### config.mk
export PLATFORM = sky130hd
export DESIGN_NAME = bofifo_queue
export DESIGN_NICKNAME = d
export VERILOG_FILES = /design/src/design/bofifo_pkg.sv /design/src/design/bofifo_queue.sv
export SDC_FILE = /design/constraint.sdc
export NUM_CORES = 1
export LEC_CHECK = 0
export BUFFER_PORTS_ARGS = -buffer_cell sky130_fd_sc_hd__buf_2
export CAP_MARGIN = 20
export CORE_MARGIN = 5
export CORE_UTILIZATION = 54
export DETAILED_ROUTE_END_ITERATION = 10
export GPL_TIMING_DRIVEN = 0
export PLACE_DENSITY_LB_ADDON = 0.3
export REMOVE_ABC_BUFFERS = 1
export SYNTH_ARGS = -nofsm -noshare
export SYNTH_HDL_FRONTEND = slang
export SYNTH_SLANG_ARGS = --single-unit
### constraint.sdc
create_clock -name clk -period 2.9 [get_ports clk]
set_input_delay 0.58 -clock clk [delete_from_list [all_inputs] [get_ports clk]]
set_output_delay 0.58 -clock clk [all_outputs]
set_load 0.02 [all_outputs]
### src/design/bofifo_pkg.sv
// Shared constants, types and helpers for the banked overwrite-oldest ring FIFO.
// No dependencies; every other design file refers to this package by scoped names.
package bofifo_pkg;

  localparam int CHANNELS  = 8;
  localparam int DEPTH     = 64;
  localparam int BANKS     = 2;
  localparam int RINGS     = BANKS * CHANNELS;
  localparam int RING_W    = $clog2(RINGS);
  localparam int PTR_W     = $clog2(DEPTH);
  localparam int SLOT_W    = PTR_W + 1;
  localparam int MEM_DEPTH = RINGS * DEPTH;
  localparam int MEM_W     = $clog2(MEM_DEPTH);
  localparam int QDEPTH    = 2;
  localparam int QPTR_W    = $clog2(QDEPTH);
  localparam int QCNT_W    = $clog2(QDEPTH + 1);

  localparam logic [7:0] DASH = 8'h2D;

  // configuration register indexes
  localparam logic [1:0] CFG_IN_COUNT  = 2'd0;
  localparam logic [1:0] CFG_OUT_COUNT = 2'd1;
  localparam logic [1:0] CFG_SLOTS     = 2'd2;

  typedef enum logic [1:0] {
    ST_OK     = 2'd0,
    ST_EMPTY  = 2'd1,
    ST_BAD_CH = 2'd2
  } status_t;

  typedef struct packed {
    logic              is_read;
    logic              bad;
    logic [RING_W-1:0] ring;
    logic [7:0]        value;
  } cmd_t;

  // step a ring pointer, wrapping at the effective slot count
  function automatic logic [PTR_W-1:0] advance(input logic [PTR_W-1:0] p,
                                               input logic [SLOT_W-1:0] eff);
    logic [SLOT_W-1:0] n;
    n = {1'b0, p} + SLOT_W'(1);
    return (n >= eff) ? '0 : n[PTR_W-1:0];
  endfunction

endpackage

### src/design/bofifo_queue.sv
// Short command queue between the front and back ends.
// Depends on bofifo_pkg for the command type and depth.
module bofifo_queue (
  input  logic             clk,
  input  logic             rst_n,
  input  logic             push_valid,
  output logic             push_ready,
  input  bofifo_pkg::cmd_t push_cmd,
  output logic             pop_valid,
  input  logic             pop,
  output bofifo_pkg::cmd_t pop_cmd
);

  bofifo_pkg::cmd_t                entry_r [bofifo_pkg::QDEPTH];
  logic [bofifo_pkg::QPTR_W-1:0]   wr_r;
  logic [bofifo_pkg::QPTR_W-1:0]   rd_r;
  logic [bofifo_pkg::QCNT_W-1:0]   cnt_r;
  logic                            do_push;
  logic                            do_pop;

  assign push_ready = (int'(cnt_r) < bofifo_pkg::QDEPTH);
  assign pop_valid  = (cnt_r != '0);
  assign pop_cmd    = entry_r[rd_r];
  assign do_push    = push_valid && push_ready;
  assign do_pop     = pop && pop_valid;

  always_ff @(posedge clk) begin
    if (!rst_n) begin
      wr_r  <= '0;
      rd_r  <= '0;
      cnt_r <= '0;
    end else begin
      if (do_push) begin
        wr_r <= (int'(wr_r) == bofifo_pkg::QDEPTH - 1) ? '0 : wr_r + 1'b1;
      end
      if (do_pop) begin
        rd_r <= (int'(rd_r) == bofifo_pkg::QDEPTH - 1) ? '0 : rd_r + 1'b1;
      end
      case ({do_push, do_pop})
        2'b10:   cnt_r <= cnt_r + 1'b1;
        2'b01:   cnt_r <= cnt_r - 1'b1;
        default: cnt_r <= cnt_r;
      endcase
    end
  end

  always_ff @(posedge clk) begin
    if (do_push) begin
      entry_r[wr_r] <= push_cmd;
    end
  end

endmodule

==> reports/results.ini <==
[route]
firstDrtPassIters=4
wl_per_cell_um=14.0
drc=0
via_count=673
vias_per_cell=4.99
initialDrtViolationCount=4
routed_wl_um=1890
ant_nets=0

[cells_and_area]
layout.nets=125
utilization=0.677
diodes=0
multi_input_area_um2=278
mostFrequentLayoutCell=buf_2
fillerInstances=169
drive_above_1_share=0.514
final_cell_mix=33 x buf_2, 28 x edfxtp_1, 14 x mux2_2
syn_to_final_growth_pct=20.9
instances_no_fill=135
seq_area_um2=941

[power_and_ir_drop]
switching_share=0.323
power.leakage_nw=0.567
peakVddDrop_mv=0.638
pwr-share-clk=0.170
p_comb_frac=0.328
p_per_area_nw_per_um2=895
p_seq_frac=0.502
p_sw_uw=429
p_int_uw=899

[setup_path]
crit_arrival_ns=1.58
worstRegToRegCells=3
r2r_end=entry_r[0][3]
rrSetupSlack_ns=1.39
cp-end-kind=output pin
crit_fanout=14
worstSetupStartpointType=register
reg2reg_from=cnt_r[1]
worstPathRequired_ns=2.32
crit_type=reg2out

[global_routing]
grt_pass1_vias=698
grt_pass1_wl_um=3190
grt-ovfl-total=0
antenna_found_initial=0
grt_start_max_net_pins=15
track_usage=0.139

[die]
die_y_um=57.7
coreArea_um2=2190
rows=17
ios=34
start_util=0.560
die_x_um=57.7
die_area_um2=3330

[clocking]
insertion_delay_ns=0.32
htreeDepth=2
ctsHoldBuffers=0
clk_pin_slew_ns=0.09
cts.path.max_buffers=2
ctsRootBufferMaster=clkbuf_4
cts_num_sinks=33
cts_resized=0
cts_tree=built
cts_setup_buffers=0
numCtsBuffers=5

[synth]
syn-cell-area_um2=1230
ys_seq_area_frac=0.767
synth.distinct_cells=17
synth_largest_area_cell=edfxtp_1
synth-seq-cells=33
synth_top_cell_area_share=0.685
yosys_most_used_dff=edfxtp_1
yosys_warnings=0
synth_area_leaders=edfxtp_1 69%, mux2_2 13%, dfxtp_1 8.2%
synth_edf_count=28
avgSynthCellArea_um2=18.6
synthesis.instances=66
async_reset_ff_frac=0

[job]
maxCapViolations=0

[timing]
clock_skew_ns=0.00667
worstMarginPinSlew_ns=0.669
rsz0062_at_grt=false
max_slew_margin=0.554
period_needed_ns=2.16
setup_viol=0
hold_viol=0
finalCritPeriodShare=0.745
final.setup.tns_ns=0
max_freq_ghz=0.463
holdWs_ns=0.440
fin_ws_ns=0.741
finalMaxSlewViolations=0

[worst_hold_path]
hold-path-cell-count=1
hold_class=in2reg
holdPathEnd=entry_r[0][6]
min_from=push_cmd[6]

[placed_design]
dp_hpwl_um=1400
port-buffer-count=33
post-place-ws_ns=1.03
gp_congestion=0.589
numPlacedInstances=127

[status]
status=finished, final reports clean

-- worst max-delay path, cell delays in order, from the launching register on --
cell and delay [ns]:
dfxtp_1 0.70, mux2_2 0.40, buf_2 0.16
-- sequential cells by signal (all words and copies together) (netlist names), named ones only --
name / cells
entry_r: 28
cnt_r: 2
rd_r: 1
wr_r: 1
-- final cells by class --
cell class	instances	area share
tap	28	0.0236
clock buffer	5	0.0253
clock inverter	3	0.00843
multi-input combinational	31	0.187
sequential	33	0.634
inverter	1	0.00253
timing repair buffer	34	0.119
-- Yosys cell counts, drive strengths merged, types with 2 or more instances --
cell type and number:
and2 2, edfxtp 28, dfxtp 5, mux2 14, nor2b 2, xnor2 3
o21a 2
-- through the flow --
step / area [um^2] / power, mW
6_report: 1480 / 1.33
5_1_grt: 1480 / 1.43
4_1_cts: 1480 / 1.35
3_5_place_dp: 1430 / 1.12
3_3_place_gp: 1420 / 1.10
2_1_floorplan: 1220 / 0.980
-- logic make-up (layout without fill, tap and decap cells) --
logic type	count (synthesis)	count (layout)	synth area share
AOI/OAI and AO/OA	4	4	0.0224
xor gates and xnor gates	3	3	0.0214
adders and majority gates	1	1	0.0102
buffers and inverters	2	43	0.00713
DFF	33	33	0.767
muxes	14	14	0.128
and+or+nand+nor	9	9	0.0438
-- power groups by stage --
stage	combinational [mW]	sequential, mW	clock [mW]
2_1_floorplan	0.316	0.664	0
6_report	0.436	0.667	0.225
3_5_place_dp	0.443	0.682	0
4_1_cts	0.444	0.671	0.238
5_1_grt	0.475	0.683	0.268
3_3_place_gp	0.422	0.678	0
-- metal layers --
| layer | track usage | up-vias | share of wire |
|---|---|---|---|
| met2 | 0.231 | 23 | 0.55 |
| li1 | - | 329 | - |
| met1 | 0.135 | 315 | 0.34 |
| met4 | 0.0795 | 0 | 0.027 |
| met3 | 0.0757 | 6 | 0.086 |
| met5 | 0 | - | 0 |
-- how the worst max path moves through the flow --
stage | depth (start not counted) | from | slack (ns) | endpoint
floorplan | 2 | push_valid | 1.21 | entry_r[0][0]
global placement | 3 | push_valid | 0.80 | entry_r[0][6]
detailed placement | 2 | register | 1.03 | pop_cmd[8]
CTS | 2 | register | 0.66 | pop_cmd[8]
global route | 2 | register | 0.57 | pop_cmd[9]
finish | 2 | register | 0.74 | pop_cmd[0]
Power figures use the tool's default switching activity.
