===== src/design/bofifo_pkg.sv =====
// Shared constants, types and helpers for the banked overwrite-oldest ring FIFO.
// No dependencies; every other design file refers to this package by scoped names.
package bofifo_pkg;

  localparam int CHANNELS  = 8;
  localparam int DEPTH     = 64;
  localparam int BANKS     = 2;
  localparam int RINGS     = BANKS * CHANNELS;
  localparam int RING_W    = $clog2(RINGS);
  localparam int PTR_W     = $clog2(DEPTH);
  localparam int SLOT_W    = PTR_W + 1;
  localparam int MEM_DEPTH = RINGS * DEPTH;
  localparam int MEM_W     = $clog2(MEM_DEPTH);
  localparam int QDEPTH    = 2;
  localparam int QPTR_W    = $clog2(QDEPTH);
  localparam int QCNT_W    = $clog2(QDEPTH + 1);

  localparam logic [7:0] DASH = 8'h2D;

  // configuration register indexes
  localparam logic [1:0] CFG_IN_COUNT  = 2'd0;
  localparam logic [1:0] CFG_OUT_COUNT = 2'd1;
  localparam logic [1:0] CFG_SLOTS     = 2'd2;

  typedef enum logic [1:0] {
    ST_OK     = 2'd0,
    ST_EMPTY  = 2'd1,
    ST_BAD_CH = 2'd2
  } status_t;

  typedef struct packed {
    logic              is_read;
    logic              bad;
    logic [RING_W-1:0] ring;
    logic [7:0]        value;
  } cmd_t;

  // step a ring pointer, wrapping at the effective slot count
  function automatic logic [PTR_W-1:0] advance(input logic [PTR_W-1:0] p,
                                               input logic [SLOT_W-1:0] eff);
    logic [SLOT_W-1:0] n;
    n = {1'b0, p} + SLOT_W'(1);
    return (n >= eff) ? '0 : n[PTR_W-1:0];
  endfunction

endpackage


===== src/design/bofifo_front.sv =====
// Front end: configuration registers, input handshake and classification of beats.
// Depends on bofifo_pkg.
module bofifo_front (
  input  logic                            clk,
  input  logic                            rst_n,
  input  logic                            cfg_valid,
  output logic                            cfg_ready,
  input  logic [1:0]                      cfg_index,
  input  logic [7:0]                      cfg_data,
  input  logic                            in_valid,
  output logic                            in_ready,
  input  logic                            in_action,
  input  logic                            in_bank,
  input  logic [2:0]                      in_channel,
  input  logic [7:0]                      in_value,
  input  logic                            clear_done,
  output logic                            push_valid,
  input  logic                            push_ready,
  output bofifo_pkg::cmd_t                push_cmd,
  output logic [bofifo_pkg::SLOT_W-1:0]   eff_slots
);

  logic [3:0] in_cnt_r;
  logic [3:0] out_cnt_r;
  logic [6:0] slots_r;
  logic [3:0] limit;
  logic       bad;

  assign cfg_ready = 1'b1;

  always_ff @(posedge clk) begin
    if (!rst_n) begin
      in_cnt_r  <= 4'd8;
      out_cnt_r <= 4'd8;
      slots_r   <= 7'd64;
    end else if (cfg_valid) begin
      case (cfg_index)
        bofifo_pkg::CFG_IN_COUNT:  in_cnt_r  <= cfg_data[3:0];
        bofifo_pkg::CFG_OUT_COUNT: out_cnt_r <= cfg_data[3:0];
        bofifo_pkg::CFG_SLOTS:     slots_r   <= cfg_data[6:0];
        default: ;
      endcase
    end
  end

  // clamp slot count into [2, DEPTH]
  always_comb begin
    if (slots_r < 7'd2) begin
      eff_slots = bofifo_pkg::SLOT_W'(2);
    end else if (int'(slots_r) > bofifo_pkg::DEPTH) begin
      eff_slots = bofifo_pkg::SLOT_W'(bofifo_pkg::DEPTH);
    end else begin
      eff_slots = bofifo_pkg::SLOT_W'(slots_r);
    end
  end

  assign limit = in_bank ? out_cnt_r : in_cnt_r;
  assign bad   = ({1'b0, in_channel} >= limit) || (int'(in_channel) >= bofifo_pkg::CHANNELS);

  assign in_ready   = push_ready && clear_done;
  assign push_valid = in_valid && clear_done;

  always_comb begin
    push_cmd.is_read = in_action;
    push_cmd.bad     = bad;
    push_cmd.ring    = bofifo_pkg::RING_W'(int'(in_bank) * bofifo_pkg::CHANNELS
                                           + int'(in_channel));
    push_cmd.value   = in_value;
  end

endmodule


===== config.mk =====
export PLATFORM = sky130hd
export DESIGN_NAME = bofifo_front
export DESIGN_NICKNAME = d
export VERILOG_FILES = /design/src/design/bofifo_pkg.sv /design/src/design/bofifo_front.sv
export SDC_FILE = /design/constraint.sdc
export NUM_CORES = 1
export LEC_CHECK = 0
export CAP_MARGIN = 20
export CORE_AREA = 4 4 43 45
export DETAILED_ROUTE_END_ITERATION = 10
export DIE_AREA = 0 0 47 49
export DONT_BUFFER_PORTS = 1
export PLACE_DENSITY_LB_ADDON = 0.2
export SKIP_CTS_REPAIR_TIMING = 1
export SLEW_MARGIN = 20
export SYNTH_ARGS = -nofsm -noshare
export SYNTH_HDL_FRONTEND = slang
export SYNTH_SLANG_ARGS = --single-unit

===== constraint.sdc =====
create_clock -name clk -period 1.86 [get_ports clk]
set_clock_uncertainty 0.1 [all_clocks]
set_input_delay 0.372 -clock clk [delete_from_list [all_inputs] [get_ports clk]]
set_output_delay 0.372 -clock clk [all_outputs]
set_load 0.01 [all_outputs]

==> reports/results.ini, run 1 <==
[synthesis]
synth_area_per_cell_um2=8.158
ys_warn_count=0
synth-edff-count=0
syn_nets=132
syn_area_um2=815.8
synth_top_area_cell=dfxtp_1
async_flop_share_pct=0
ys_seq_elements=15
ys.flop_type=dfxtp_1
syn_inst=100
seq_area_frac_synth_pct=36.81
synth_top_area_share_pct=36.81
synth_area_leaders=dfxtp_1, buf_4, mux2i_1, nand3_1, o21ai_0
yosys.cell_types.count=21
yosys-top-cells-count=buf_4, dfxtp_1, nand3_1

[route]
first_iter_violations=6
drt_wl_total_mm=1.341
post-route-drc-count=0
wl_per_cell_um=13.41
drtPass1Iterations=3
vias_per_cell=5.500
detail-route-antenna-nets=0
vias=550

[clock_tree]
cts_tree=yes
clk_latency_ps=280
cts.sinks=15
clock_path_buffers=2
clk_pin_slew_ps=80
cts-buffers-inserted=3
cts_root_buf=clkbuf_4
htreeDepth=1

[sta]
rsz0062_at_grt=yes
fin_crit_ps=1829
report.final.slew_viol_count=0
max_freq_mhz=546.6
finalHoldViolCount=0
finalCritPeriodShare_pct=98.36
finalSetupViolations=0

[floorplanning]
dieWidth_um=47
core_um2=1471
start_util_pct=55.44
io_pins=53
rows=14
die_area_um2=2303
die_h_um=49

[global_routing]
grtUsageTotal_pct=12.14
antenna_found_initial=0
grt_max_degree=22
overflow=0
grt_pass1_vias=499
grt_pass1_wl_mm=2.111

[layout]
nNetsFinal=117
syn2layout_area_growth_pct=-6.595
finalInstanceArea_um2=762.0
num-fill-cells=164
n_antenna_cell=0
multi_input_area_um2=401.6
seq_area_um2=302.8
drive_gt1_share_pct=11.90
fin_cells=100

[place]
hpwlAfterDp_mm=1.023
dp.cells=96
portBuffers=0
place_area_um2=703.2
globalplace.congestion=0.6226

[pwr]
cellPowerDensity_nw_per_um2=744.0
vdd_drop_max_mv=0.4031
p_leak_nw=0.2931

[setup_path]
endpoint_kind=output pin
worstPathArrival_ps=1360
start_kind=flip-flop
required_ps=1390
critPathMaxFanout=2
crit_type=flip-flop to output pin

[status]
status=completed

[run]
maxCapViolations=0

[min_path]
worstHoldPathType=input port to flip-flop

-- stage by stage --
stage / TNS (ps) / setup slack (ps) / power, mW / hold WS, ps / util (%)
2_1_floorplan: 0 / 96.01 / 0.4205 / 337.1 / -
3_3_place_gp: 0 / 102.1 / 0.3898 / 336.6 / 47.79
3_5_place_dp: 0 / 100.1 / 0.3907 / 339.6 / 47.79
4_1_cts: -90.60 / -90.60 / 0.5708 / 42.82 / 49.57
5_1_grt: -11.02 / -11.02 / 0.5992 / 44.14 / 51.79
6_report: 0 / 30.51 / 0.5669 / 52.36 / 51.79
-- where the power goes --
group / internal (mW) / switching [mW]
combinational: 0.0234 / 0.0262
clock: 0.0832 / 0.0939
sequential: 0.332 / 0.00796
-- path summary, 6_finish.rpt --
check                            from                  endpoint  slack, ps  cells past startpoint
max reg2reg   slots_r[6]$_SDFFE_PN1P_   slots_r[6]$_SDFFE_PN1P_       1010                      2
max          in_cnt_r[0]$_SDFFE_PN0P_              push_cmd[12]         30                      4
min reg2reg  in_cnt_r[2]$_SDFFE_PN0P_  in_cnt_r[2]$_SDFFE_PN0P_        360                      2
min                             rst_n   slots_r[6]$_SDFFE_PN1P_         50                      1
-- layout make-up --
class	instances	share of cell area, %
clock buffer	4	3.448
inverter	3	1.478
multi-input combinational	62	52.71
sequential	15	39.74
tap	16	2.627
-- cells by family (layout without fill, tap and decap cells) --
logic type	after synthesis	count (layout)	synth area share, %
buffers and inverters	23	7	17.64
flip-flops	15	15	36.81
AND/OR/NAND/NOR	35	35	21.93
adder cells (fa/ha/maj)	3	3	4.602
AO/OA/AOI/OAI	16	16	9.815
multiplexers	7	7	8.743
other	1	1	0.4597
-- cell usage in the layout (no fill, tap or decap) --
cell and instances:
nand2_1 9, dfxtp_1 13, nand2b_1 1, clkbuf_1 1
mux2i_1 6, ha_1 2, dfxtp_2 2, inv_1 3
and2_1 2, o21ai_2 1, ha_4 1, o21ai_0 10
nor2b_1 4, or3b_1 1, clkbuf_4 3, nor4_2 1
conb_1 1, nand3b_1 2, nand3_1 12, a21oi_1 1
mux2_4 1, a21oi_2 1, nor2_1 3, o21ai_1 3
-- worst max-delay path, stage by stage (launching register included) --
cell	delay, ps
dfxtp_2	330
mux2_4	280
ha_4	260
o21ai_2	50
a21oi_2	170
-- state kept, by name (all words and copies together) (netlist names) --
name,count
slots_r,7
out_cnt_r,4
in_cnt_r,4
-- metal layers --
layer / global-route usage (%) / wire (um) / vias up
li1: - / - / 286
met4: 3.226 / 4 / 0
met3: 7.011 / 120 / 2
met1: 15.32 / 557 / 243
met2: 17.42 / 659 / 19
met5: 0 / 0 / -
(Power assumes the default switching activity.)
==> run 2: changes to the inputs <==
CORE_AREA = 4 4 58 47   (was 4 4 43 45)
DIE_AREA = 0 0 62 51   (was 0 0 47 49)
==> reports/results.ini, run 2 (synthesis results as in run 1) <==
[setup_path]
start_kind=flip-flop  ; unchanged
worstPathArrival_ps=1370  ; was 1360 ps
crit_type=flip-flop to output pin  ; unchanged
critPathMaxFanout=2  ; unchanged
endpoint_kind=output pin  ; unchanged
required_ps=1390  ; about the same

[pwr]
p_leak_nw=0.2985  ; was 0.2931 nW
vdd_drop_max_mv=0.3523  ; was 0.4031 mV
cellPowerDensity_nw_per_um2=737.5  ; was 744.0 nW/um^2

[route]
wl_per_cell_um=13.30  ; was 13.41 um
post-route-drc-count=0  ; unchanged
first_iter_violations=3  ; was 6
detail-route-antenna-nets=0  ; unchanged
vias=559  ; was 550
drt_wl_total_mm=1.463  ; was 1.341 mm
vias_per_cell=5.082  ; was 5.500
drtPass1Iterations=3  ; unchanged

[layout]
n_antenna_cell=0  ; unchanged
layout_common_cells=dfxtp_1, nand3_1, o21ai_0  ; unchanged
largest_reg_flops=7  ; unchanged
fin_cells=110  ; was 100
nNetsFinal=118  ; was 117
syn2layout_area_growth_pct=-4.294  ; was -6.595%
final_common_cell=dfxtp_1  ; unchanged
reg_top3=slots_r (7), in_cnt_r (4), out_cnt_r (4)  ; unchanged
top_register=slots_r  ; unchanged
postLayoutCoreUtil_pct=35.56  ; was 51.79%
drive_gt1_share_pct=12.94  ; was 11.90%

[sta]
hold_slack_ps=49.61  ; was 52.36 ps
report.final.slew_viol_count=0  ; unchanged
finalHoldViolCount=0  ; unchanged
finalSetupViolations=0  ; unchanged
fin_crit_ps=1840  ; was 1829 ps
finalCritPeriodShare_pct=98.94  ; was 98.36%
max_freq_mhz=543.4  ; was 546.6 MHz
rsz0062_at_grt=yes  ; unchanged
fin_setup_tns_ps=0  ; unchanged

[floorplanning]
die_area_um2=3162  ; was 2303 um^2
rows=15  ; was 14
start_util_pct=37.15  ; was 55.44%
io_pins=53  ; unchanged
core_um2=2196  ; was 1471 um^2
die_h_um=51  ; was 49 um
dieWidth_um=62  ; was 47 um

[place]
hpwlAfterDp_mm=1.136  ; was 1.023 mm
dp.cells=105  ; was 96
globalplace.congestion=0.5970  ; was 0.6226
portBuffers=0  ; unchanged

[global_routing]
grt_pass1_wl_mm=2.346  ; was 2.111 mm
grtUsageTotal_pct=9.878  ; was 12.14%
antenna_found_initial=0  ; unchanged
overflow=0  ; unchanged
grt_max_degree=22  ; unchanged
grt_pass1_vias=555  ; was 499

[clock_tree]
htreeDepth=1  ; unchanged
cts_tree=yes  ; unchanged
cts_root_buf=clkbuf_4  ; unchanged
clk_latency_ps=280  ; about the same
cts-buffers-inserted=3  ; unchanged
cts.sinks=15  ; unchanged
clk_pin_slew_ps=90  ; was 80 ps
clock_path_buffers=2  ; unchanged

[min_path]
worstHoldPathType=input port to flip-flop  ; unchanged

[status]
status=completed  ; unchanged

[run]
maxCapViolations=0  ; unchanged

run 2: changes by cell type in the layout (fill, tap and decap cells not counted), sizes merged:
cell and delta:
buf +1
run 2: metrics by stage:
stage	area, um^2	power (mW)	worst slack [ps]
after detailed placement	714.4	0.3914	85.47
after global routing	780.7	0.6118	-31.21
after global placement	714.4	0.3904	85.70
final	780.7	0.5758	19.75
after floorplan	815.8	0.4205	96.01
after CTS	740.7	0.5792	-102.6
run 2: final timing paths:
kind / startpoint / endpoint / slack [ps] / cells past startpoint
hold / removal: rst_n / slots_r[6]$_SDFFE_PN1P_ / 50 / 1
setup / recovery: in_cnt_r[0]$_SDFFE_PN0P_ / push_cmd[12] / 20 / 4
hold reg to reg: in_cnt_r[1]$_SDFFE_PN0P_ / in_cnt_r[1]$_SDFFE_PN0P_ / 360 / 2
setup reg to reg: slots_r[6]$_SDFFE_PN1P_ / slots_r[6]$_SDFFE_PN1P_ / 1010 / 2
run 2: report_power, final:
| group | internal, mW | switching, mW |
|---|---|---|
| clock network | 0.0832 | 0.101 |
| registers | 0.332 | 0.00784 |
| logic | 0.0242 | 0.0268 |
run 2: cell type report:
cell class | count | area (um^2)
flip-flops and latches | 15 | 302.8
multi-input cells | 62 | 401.6
inverters | 3 | 11.26
repair buffers | 1 | 7.507
fillers | 239 | 1415
clock buffers | 4 | 26.28
well taps | 25 | 31.28
run 2: worst max-delay path, stage by stage, from the launching register on:
cell	delay (ps)
dfxtp_2	330
mux2_4	280
ha_4	260
o21ai_2	50
a21oi_2	180
run 2: per-layer routing:
layer,wire [um],track usage (%),up-vias
li1,-,-,288
met1,624,11.74,243
met2,624,14.48,22
met3,196,6.566,6
met4,17,2.473,0
met5,0,0,-
==> run 3: changes to the inputs <==
SLEW_MARGIN = unset   (was 20)
clock period = 1.6 ns   (was 1.86 ns; I/O delays follow)
==> reports/results.ini, run 3 (synthesis results as in run 1) <==
[status]
failed_checks=negative setup slack
status=finished, violations left  ; was completed

[route]
detail-route-antenna-nets=0  ; unchanged
vias_per_cell=5.009  ; was 5.082
post-route-drc-count=0  ; unchanged
drtPass1Iterations=2  ; was 3
first_iter_violations=26  ; was 3
wl_per_cell_um=13.05  ; was 13.30 um
drt_wl_total_mm=1.448  ; was 1.463 mm
vias=556  ; was 559

[run]
maxCapViolations=0  ; unchanged

[setup_path]
crit_type=flip-flop to output pin  ; unchanged
path_cells=mux2_4, ha_4, o21ai_1, a21oi_1, buf_4  ; was mux2_4, ha_4, o21ai_2, a21oi_2
required_ps=1180  ; was 1390 ps
reg2reg_depth=2  ; unchanged
critical_path.max_stage_delay_ps=320  ; was 330 ps
worstPathArrival_ps=1440  ; was 1370 ps
crit_path_top_delay_cell=dfxtp_1  ; was dfxtp_2
start_kind=flip-flop  ; unchanged
critPathMaxFanout=2  ; unchanged
endpoint_kind=output pin  ; unchanged

[sta]
max_freq_mhz=538.9
finalHoldViolCount=0  ; unchanged
rsz0062_at_grt=yes  ; unchanged
fin_crit_ps=1856
setup_slack_ps=-255.7  ; was 19.75 ps
finalSetupViolations=1  ; was 0
report.final.slew_viol_count=0  ; unchanged
finalCritPeriodShare_pct=116.0
fin_setup_tns_ps=-255.7  ; was 0 ps

[floorplanning]
rows=15  ; unchanged
core_um2=2196  ; unchanged
io_pins=53  ; unchanged
die_area_um2=3162  ; unchanged
die_h_um=51  ; unchanged
dieWidth_um=62  ; unchanged
start_util_pct=37.15  ; unchanged

[global_routing]
grt_pass1_vias=479  ; was 555
antenna_found_initial=0  ; unchanged
grt_pass1_wl_mm=2.201  ; was 2.346 mm
grt_max_degree=22  ; unchanged
overflow=0  ; unchanged
grtUsageTotal_pct=9.400  ; was 9.878%

[place]
dp.cells=106  ; was 105
globalplace.congestion=0.6433  ; was 0.5970
portBuffers=0  ; unchanged
hpwlAfterDp_mm=1.124  ; was 1.136 mm

[clock_tree]
clk_pin_slew_ps=80  ; was 90 ps
cts.sinks=15  ; unchanged
cts-buffers-inserted=3  ; unchanged
cts_root_buf=clkbuf_4  ; unchanged
clock_path_buffers=2  ; unchanged
htreeDepth=1  ; unchanged
cts_tree=yes  ; unchanged
clk_latency_ps=280  ; about the same

[layout]
drive_gt1_share_pct=10.47  ; was 12.94%
num-fill-cells=244  ; was 239
postLayoutCoreUtil_pct=36.13  ; was 35.56%
n_antenna_cell=0  ; unchanged
layout_common_cells=dfxtp_1, nand3_1, o21ai_0  ; unchanged
nNetsFinal=119  ; was 118
largest_reg_flops=7  ; unchanged
syn2layout_area_growth_pct=-2.761  ; was -4.294%
top_register=slots_r  ; unchanged
reg_top3=slots_r (7), in_cnt_r (4), out_cnt_r (4)  ; unchanged
final_common_cell=dfxtp_1  ; unchanged
fin_cells=111  ; was 110

[pwr]
vdd_drop_max_mv=0.5029  ; was 0.3523 mV
cellPowerDensity_nw_per_um2=840.2  ; was 737.5 nW/um^2
p_total_mw=0.6665  ; was 0.5758 mW
p_leak_nw=0.3058  ; was 0.2985 nW

[min_path]
worstHoldPathType=input port to flip-flop  ; unchanged
hold-path-cell-count=2  ; was 1

[run 3: cell count changes in the layout (fill, tap and decap cells not counted), sizes merged]
cell	before	now
dlygate4sd3	0	1
[run 3: area by class of cell]
class | count | area [um^2] | area share (%)
sequential | 15 | 301.5 | 38.01
inverter | 3 | 11.26 | 1.420
tap | 25 | 31.28 | 3.943
multi-input combinational | 62 | 405.4 | 51.10
timing repair buffer | 2 | 17.52 | 2.208
clock buffer | 4 | 26.28 | 3.312
[run 3: stage by stage]
stage / hold WS (ps) / setup slack, ps / area (um^2)
4_1_cts: -6.787 / -276.7 / 764.5
3_5_place_dp: 292.4 / 3.661 / 738.2
3_3_place_gp: 284.9 / -2.483 / 738.2
2_1_floorplan: 337.1 / 33.16 / 832.0
5_1_grt: 51.38 / -309.2 / 793.3
6_report: 67.59 / -255.7 / 793.3
[run 3: power breakdown]
group / switching, mW / total [mW] / leakage [nW] / internal, mW
sequential: 0.0105 / 0.397 / 0.122 / 0.386
combinational: 0.0304 / 0.0605 / 0.168 / 0.0301
clock: 0.113 / 0.209 / 0.0150 / 0.0966
total: 0.154 / 0.666 / 0.306 / 0.513
[run 3: worst paths after layout]
| kind | from | endpoint | slack, ps |
|---|---|---|---|
| max | in_cnt_r[0]$_SDFFE_PN0P_ | push_cmd[12] | -260 |
| min | cfg_data[6] | slots_r[6]$_SDFFE_PN1P_ | 70 |
| max reg2reg | slots_r[6]$_SDFFE_PN1P_ | slots_r[6]$_SDFFE_PN1P_ | 720 |
| min reg2reg | in_cnt_r[2]$_SDFFE_PN0P_ | in_cnt_r[2]$_SDFFE_PN0P_ | 360 |
[run 3: worst max-delay path, delay by kind of cell (launching register included)]
| kind | cells | cell delay, ps |
|---|---|---|
| adder cells (fa/ha/maj) | 1 | 260 |
| AO/OA/AOI/OAI | 2 | 170 |
| flip-flops | 1 | 320 |
| multiplexers | 1 | 280 |
| buffers and inverters | 1 | 130 |
[run 3: layer usage]
metal | vias to the layer above | GRT usage, % | share of wire (%)
met1 | 239 | 11.21 | 44
met4 | 0 | 2.473 | 0.28
met3 | 2 | 6.566 | 13
met5 | - | 0 | 0
met2 | 21 | 13.45 | 43
li1 | 294 | - | -
